<file path="config.mk">
export PLATFORM = sky130hd
export DESIGN_NAME = gpms_ctrl
export DESIGN_NICKNAME = d
export VERILOG_FILES = /design/src/rtl/gpms_pkg.sv /design/src/rtl/gpms_ctrl.sv
export SDC_FILE = /design/constraint.sdc
export NUM_CORES = 1
export LEC_CHECK = 0
export BUFFER_PORTS_ARGS = -buffer_cell sky130_fd_sc_hd__buf_2
export CORE_AREA = 2 2 39 41
export CTS_CLUSTER_SIZE = 8
export DETAILED_ROUTE_END_ITERATION = 10
export DIE_AREA = 0 0 41 43
export SYNTH_ARGS = -nofsm -noshare
export SYNTH_HDL_FRONTEND = slang
export SYNTH_SLANG_ARGS = --single-unit
</file>
<file path="constraint.sdc">
create_clock -name clk -period 1.4 [get_ports clk]
set_input_delay 0.07 -clock clk [delete_from_list [all_inputs] [get_ports clk]]
set_output_delay 0.07 -clock clk [all_outputs]
set_load 0.02 [all_outputs]
</file>
<file path="src/rtl/gpms_pkg.sv">
`timescale 1ns / 1ps
`default_nettype none
// ----------------------------------------------------------------------------
// gpms_pkg
// Shared widths, register codes and control types for the gapped path
// maximum-sum unit.
// ----------------------------------------------------------------------------
package gpms_pkg;

  localparam int AMOUNT_W = 20;
  localparam int SCORE_W = 48;
  localparam int GAP_W = 10;
  localparam int POS_W = 32;
  localparam int CFG_IDX_W = 1;

  localparam int HISTORY_DEPTH_DEF = 1024;

  localparam logic [GAP_W-1:0] MIN_GAP_RST = 10'd1;
  localparam logic [GAP_W-1:0] MAX_GAP_RST = 10'd2;

  // Configuration register indexes
  localparam logic [CFG_IDX_W-1:0] CFG_MIN_GAP = 1'd0;
  localparam logic [CFG_IDX_W-1:0] CFG_MAX_GAP = 1'd1;

  // Commands from controller to datapath
  typedef struct packed {
    logic load;
    logic drop_head;
    logic drop_tail;
    logic push;
    logic finish;
  } gpms_cmd_t;

  // Status from datapath to controller
  typedef struct packed {
    logic front_expired;
    logic back_lower;
    logic admit;
    logic out_busy;
  } gpms_stat_t;

endpackage
`default_nettype wire

</file>
<file path="src/rtl/gpms_ctrl.sv">
`timescale 1ns / 1ps
`default_nettype none
// ----------------------------------------------------------------------------
// gpms_ctrl
// Sequencer for one request: expire old candidates from the deque front,
// drop weaker candidates from the back, push the new candidate, then score.
// ----------------------------------------------------------------------------
module gpms_ctrl (
  input  wire logic                 clk,
  input  wire logic                 rst,
  input  wire logic                 in_valid,
  output logic                      in_stall,
  input  wire gpms_pkg::gpms_stat_t stat,
  output gpms_pkg::gpms_cmd_t       cmd
);

  typedef enum logic [1:0] {
    S_IDLE,
    S_DROP,
    S_BACK,
    S_FINISH
  } state_t;

  state_t state;
  state_t state_next;

  // Take a request only between requests
  assign in_stall = (state != S_IDLE);

  // Next state and commands
  always_comb begin
    state_next = state;
    cmd = '0;
    unique case (state)
      S_IDLE: begin
        if (in_valid) begin
          cmd.load = 1'b1;
          state_next = S_DROP;
        end
      end
      S_DROP: begin
        if (stat.front_expired) begin
          cmd.drop_head = 1'b1;
        end else begin
          state_next = S_BACK;
        end
      end
      S_BACK: begin
        if (stat.back_lower) begin
          cmd.drop_tail = 1'b1;
        end else begin
          cmd.push = stat.admit;
          state_next = S_FINISH;
        end
      end
      S_FINISH: begin
        if (!stat.out_busy) begin
          cmd.finish = 1'b1;
          state_next = S_IDLE;
        end
      end
      default: begin
        state_next = S_IDLE;
      end
    endcase
  end

  // Hold state
  always_ff @(posedge clk) begin
    if (rst) begin
      state <= S_IDLE;
    end else begin
      state <= state_next;
    end
  end

endmodule
`default_nettype wire

</file>
==> results of run 1 <==
## kinds of logic after synthesis
logic type | Yosys count | share of synthesized area, %
buffers and inverters | 4 | 7.271
adder cells (fa/ha/maj) | 4 | 24.24
AO/OA/AOI/OAI | 4 | 16.37
flip-flops | 2 | 19.39
AND/OR/NAND/NOR | 10 | 32.73
## final cells by class
| type | count | share of cell area (%) |
|---|---|---|
| inverter | 4 | 3.714 |
| clock buffer | 3 | 4.775 |
| sequential | 2 | 9.549 |
| multi-input combinational | 18 | 52.25 |
| tap | 16 | 4.244 |
| timing repair buffer | 20 | 25.46 |
## metrics by stage
stage	setup TNS (ns)	worst slack [ns]	hold slack, ns	cell area, um2	power [mW]
2_1_floorplan	0	0.01587	0.1353	224.0	0.3791
3_3_place_gp	-0.09688	-0.06662	0.2488	341.6	0.5645
3_5_place_dp	-0.1350	-0.09427	0.2483	341.6	0.5745
4_1_cts	-0.02423	-0.01790	0.01249	422.9	0.8435
5_1_grt	-0.1446	-0.08633	0.02571	471.7	1.033
6_report	-0.04078	-0.03380	0.02190	471.7	0.9517
## timing repair
item | 4_1_cts | 5_1_grt
cloned | 0 | 0
buffers inserted | 3 | 0
resized for setup | 8 | 6
setup endpoints to repair | 2 | 2
pin swaps | 1 | 2
## metal layers
layer,GRT usage [%],wire length [um],vias up
li1,-,-,133
met1,9.265,249,104
met2,11.56,278,12
met3,1.571,54,0
met4,10.00,0,0
met5,0,0,-
## worst max-delay path, cell delays in order (launching register included)
cell and delay (ns):
dfxtp_2 0.35, inv_4 0.06, ha_4 0.16, a22o_4 0.26, or3_1 0.36, a211oi_2 0.17
## report_power, final
| part | total (mW) | switching [mW] | internal, mW |
|---|---|---|---|
| Sequential | 0.126 | 0.0316 | 0.0943 |
| Clock | 0.123 | 0.0289 | 0.0942 |
| Combinational | 0.703 | 0.329 | 0.374 |
| Total | 0.952 | 0.389 | 0.563 |
## cell usage in the layout, fill, tap and decap left out, types with 2 or more instances in the layout
| cell | n |
|---|---|
| and2_1 | 2 |
| buf_2 | 12 |
| buf_4 | 8 |
| clkbuf_4 | 3 |
| ha_4 | 2 |
| inv_1 | 2 |
## how the worst max path moves through the flow
stage             start        to  cells after the start
6_report       state[0]  state[0]                      5
3_3_place_gp   state[0]  state[0]                      5
3_5_place_dp   state[1]  state[1]                      5
4_1_cts        state[0]  state[0]                      5
2_1_floorplan  state[1]  state[0]                      5
5_1_grt        state[1]  state[0]                      5
==> impl_metrics.env, run 1 <==
export IMPL_status="finished with violations"
export IMPL_failed_checks="negative setup slack"
export IMPL_cts_root_buffer="clkbuf_4"
export IMPL_synth_area_leaders="ha_1 (24%), dfxtp_1 (19%), and2_1 (9.1%), inv_1 (7.3%), and3b_2 (4.8%)"
export IMPL_cap_viol_max_count=0
export IMPL_multiInputGateArea_um2=246.5
export IMPL_final_cells=63
export IMPL_worstSkewPairLatency_ns=0.22
export IMPL_antenna_cells=0
export IMPL_worstPathArrival_ns=1.57
export IMPL_synthToLayoutAreaGrowth_pct=128.5
export IMPL_synth_async_reset_ratio_pct=0
export IMPL_start_kind="register"
export IMPL_rows=14
export IMPL_synth_edf_count=0
export IMPL_drt_iter0_drc=1
export IMPL_filler_cell_count=153
export IMPL_routed_wl_um=582
export IMPL_start_util_pct=14.92
export IMPL_gp_congestion=0.7696
export IMPL_netlist_area_um2=206.4
export IMPL_largest_reg_flops=2
export IMPL_h_tree_depth=1
export IMPL_die_x_um=41
export IMPL_die_area_um2=1763
export IMPL_cts_made_buffers=3
export IMPL_drive_above_1_share_pct=82.98
export IMPL_r2r_start="state[0]"
export IMPL_min_period_over_period_pct=102.4
export IMPL_r2r_end="state[0]"
export IMPL_hold_class="input pin to register"
export IMPL_hold_depth=2
export IMPL_fin_nets=60
export IMPL_ctsHoldBuffers=0
export IMPL_wire_per_inst_um=9.238
export IMPL_grt_pass1_wl_um=924
export IMPL_timing_setup_critical_path_class="register to register"
export IMPL_vdd_ir_drop_max_v=0.0009319
export IMPL_yosysTopAreaCellShare_pct=24.24
export IMPL_worstHoldEndpoint="state[0]"
export IMPL_overflow=0
export IMPL_fin_util_pct=34.09
export IMPL_period_minus_slack_ns=1.434
export IMPL_critPathCaptureType="register"
export IMPL_synth_warnings=0
export IMPL_rsz0062_at_grt="yes"
export IMPL_clk_pin_slew_worst_paths_ns=0.03
export IMPL_finalMaxSlewViolations=0
export IMPL_synth_cell_type_count=15
export IMPL_vias=249
export IMPL_r2r_cells=5
export IMPL_core_um2=1384
export IMPL_io_pins=13
export IMPL_worstPathMaxFanout=3
export IMPL_finalSetupViolCount=2
export IMPL_min_from="rst"
export IMPL_p_leak_nw=0.2322
export IMPL_clock_fmax_mhz=697.4
export IMPL_firstDrtPassIters=4
export IMPL_grt_start_max_net_pins=5
export IMPL_ys_flop_type="dfxtp_1"
export IMPL_netlist_instances=24
export IMPL_finClkSkew_ns=0.0008315
export IMPL_viasPerCell=3.952
export IMPL_remaining_drc_errors=0
export IMPL_critPathRequiredTime_ns=1.54
export IMPL_ant_nets=0
export IMPL_setup_ws_ns=-0.03380
export IMPL_regArea_um2=45.04
export IMPL_avgSynthCellArea_um2=8.602
export IMPL_groute_usage_overall_pct=8.417
export IMPL_hold_viol=0
export IMPL_port_buffers=12
export IMPL_reg_top3="state (2)"
export IMPL_syn_nets=35
export IMPL_tritoncts="built"
export IMPL_antenna_found_initial=0
export IMPL_post_synth_top_area_cell="ha_1"
export IMPL_power_density_nw_per_um2=2018
export IMPL_dp_hpwl_um=434.1
export IMPL_clockBufferDepth=2
export IMPL_ys_top_cells_by_count="ha_1 (4), inv_1 (4), and2_1 (3)"
export IMPL_dp_cells=57
export IMPL_ys_ff_latch=2
export IMPL_slew_headroom_pct=82.14
export IMPL_r2r_slack_ns=-0.03
export IMPL_worst_pin_slew_ns=0.2672
export IMPL_cts_sinks=2
export IMPL_ys_seq_area_share_pct=19.39
export IMPL_regMostFlops="state"
export IMPL_die_height_um=43
export IMPL_first_global_vias=240
(Power assumes the default switching activity.)
==> run 2: changes to the inputs <==
--- a/config.mk
+++ b/config.mk
@@ -6,10 +6,10 @@
 export NUM_CORES = 1
 export LEC_CHECK = 0
 export BUFFER_PORTS_ARGS = -buffer_cell sky130_fd_sc_hd__buf_2
-export CORE_AREA = 2 2 39 41
+export CORE_AREA = 5 5 42 44
 export CTS_CLUSTER_SIZE = 8
 export DETAILED_ROUTE_END_ITERATION = 10
-export DIE_AREA = 0 0 41 43
+export DIE_AREA = 0 0 47 49
 export SYNTH_ARGS = -nofsm -noshare
 export SYNTH_HDL_FRONTEND = slang
 export SYNTH_SLANG_ARGS = --single-unit
==> impl_metrics.env, run 2 (synthesis results as in run 1) <==
export IMPL_status="finished with violations"
export IMPL_failed_checks="negative setup slack"
export IMPL_period_minus_slack_ns=1.422
export IMPL_worstSetupStartpoint="state[0]"
export IMPL_place_ws_ns=-0.1012
export IMPL_vias=254
export IMPL_cap_viol_max_count=0
export IMPL_finClkSkew_ns=0.002616
export IMPL_cts_sinks=2
export IMPL_drt_iter0_drc=2
export IMPL_synthToLayoutAreaGrowth_pct=111.5
export IMPL_viasPerCell=4.032
export IMPL_clk_pin_slew_worst_paths_ns=0.03
export IMPL_tritoncts="built"
export IMPL_regMostFlops="state"
export IMPL_r2r_cells=5
export IMPL_start_util_pct=14.73
export IMPL_final_common_cell="buf_2"
export IMPL_hold_depth=4
export IMPL_reg_top3="state (2)"
export IMPL_remaining_drc_errors=0
export IMPL_finalMaxSlewViolations=0
export IMPL_p_sw_share_pct=40.06
export IMPL_crit_family="compound AO/OA/AOI/OAI gates"
export IMPL_grt_pass1_wl_um=1166
export IMPL_p_seq_share_pct=16.2
export IMPL_setup_ws_ns=-0.02207
export IMPL_place_area_um2=349.1
export IMPL_core_um2=1401
export IMPL_worstPathCellList="inv_4 > ha_4 > a22o_4 > o311ai_1 > o41ai_2"
export IMPL_die_height_um=49
export IMPL_hold_viol=0
export IMPL_power_density_nw_per_um2=1895
export IMPL_worstPathArrival_ns=1.50
export IMPL_r2r_start="state[0]"
export IMPL_critPathMaxStageDelay_ns=0.36
export IMPL_fin_nets=60
export IMPL_rsz0062_at_grt="yes"
export IMPL_die_x_um=47
export IMPL_vdd_ir_drop_max_v=0.0008265
export IMPL_critPathRequiredTime_ns=1.48
export IMPL_clock_fmax_mhz=703.2
export IMPL_crit_path_top_delay_cell="dfxtp_4"
export IMPL_die_area_um2=2303
export IMPL_slew_headroom_pct=78.64
export IMPL_setup_tns_ns=-0.03671
export IMPL_p_leak_nw=0.2258
export IMPL_cts_made_buffers=3
export IMPL_routed_wl_um=647
export IMPL_dp_hpwl_um=530.7
export IMPL_firstDrtPassIters=2
export IMPL_r2r_end="state[1]"
export IMPL_final_cell_mix="buf_2 (12), buf_4 (7), ha_2 (3), clkbuf_4 (3)"
export IMPL_worst_pin_slew_ns=0.3154
export IMPL_grt_start_max_net_pins=4
export IMPL_timing_setup_critical_path_class="register to register"
export IMPL_clockBufferDepth=2
export IMPL_largest_reg_flops=2
export IMPL_overflow=0
export IMPL_p_int_mw=0.4960
export IMPL_comb_power_share_pct=68.6
export IMPL_min_period_over_period_pct=101.6
export IMPL_gp_congestion=0.7710
export IMPL_r2r_slack_ns=-0.02
export IMPL_start_kind="register"
export IMPL_critPathBufInv=1
export IMPL_min_from="stat[3]"
export IMPL_io_pins=13
export IMPL_groute_usage_overall_pct=7.103
export IMPL_first_global_vias=291
export IMPL_finalSetupViolCount=2
export IMPL_antenna_found_initial=0
export IMPL_switching_power_mw=0.3315
export IMPL_hold_class="input pin to register"
export IMPL_cts_root_buffer="clkbuf_4"
export IMPL_drive_above_1_share_pct=82.98
export IMPL_worstPathMaxFanout=3
export IMPL_post_route_cell_area_um2=436.7
export IMPL_rows=14
export IMPL_wire_per_inst_um=10.27
export IMPL_port_buffers=12
export IMPL_worstHoldEndpoint="state[0]"
export IMPL_power_frac_clock_pct=15.2
export IMPL_antenna_cells=0
export IMPL_critPathCaptureType="register"
export IMPL_worstSkewPairLatency_ns=0.22
export IMPL_ant_nets=0
export IMPL_h_tree_depth=1
## run 2: routing by layer
| metal | part of all wire (%) | GRT usage [%] | wire length, um | vias to the layer above |
|---|---|---|---|---|
| met5 | 0 | 0 | 0 | - |
| met4 | 0 | 4.147 | 0 | 0 |
| met3 | 12 | 2.583 | 77 | 0 |
| met2 | 46 | 10.63 | 299 | 12 |
| met1 | 42 | 8.315 | 271 | 110 |
| li1 | - | - | - | 132 |
## run 2: how the worst max path moves through the flow
stage,cells after the start,to
after detailed placement,5,state[1]
after floorplan,5,state[0]
after global routing,5,state[0]
final,5,state[1]
after CTS,5,state[0]
after global placement,5,state[0]
## run 2: power groups by stage
stage / Clock [mW] / Combinational [mW] / Sequential [mW]
6_report: 0.126 / 0.568 / 0.134
5_1_grt: 0.142 / 0.634 / 0.139
4_1_cts: 0.136 / 0.533 / 0.126
3_5_place_dp: 0 / 0.463 / 0.121
3_3_place_gp: 0 / 0.445 / 0.120
2_1_floorplan: 0 / 0.263 / 0.117
## run 2: area by class of cell
class | count | area [um2]
inverters | 4 | 17.52
multi-input cells | 18 | 206.4
fillers | 160 | 964.7
clock buffers | 3 | 22.52
well taps | 16 | 20.02
flip-flops and latches | 2 | 47.55
repair buffers | 20 | 122.6
## run 2: worst reg2reg max path, cell delays in order (launching register included)
cell,delay [ns]
dfxtp_4,0.36
inv_4,0.05
ha_4,0.15
a22o_4,0.25
o311ai_1,0.34
o41ai_2,0.14
## run 2: metrics by stage
stage               hold slack, ns  instances  power (mW)  util, %
floorplan                   0.1353         24      0.3791        -
global placement            0.2478         58      0.5643    24.91
detailed placement          0.2401         58      0.5832    24.91
CTS                         0.2669         63      0.7948    29.82
global route                0.2752         63      0.9140    31.16
finish                      0.2540         63      0.8275    31.16
## run 2: what timing repair did
item                       CTS  global route
setup buffers                1             0
hold buffers                 1             0
pin swaps                    1             0
gates resized for setup      8             4
hold endpoints to repair     1             0
setup endpoints to repair    2             2
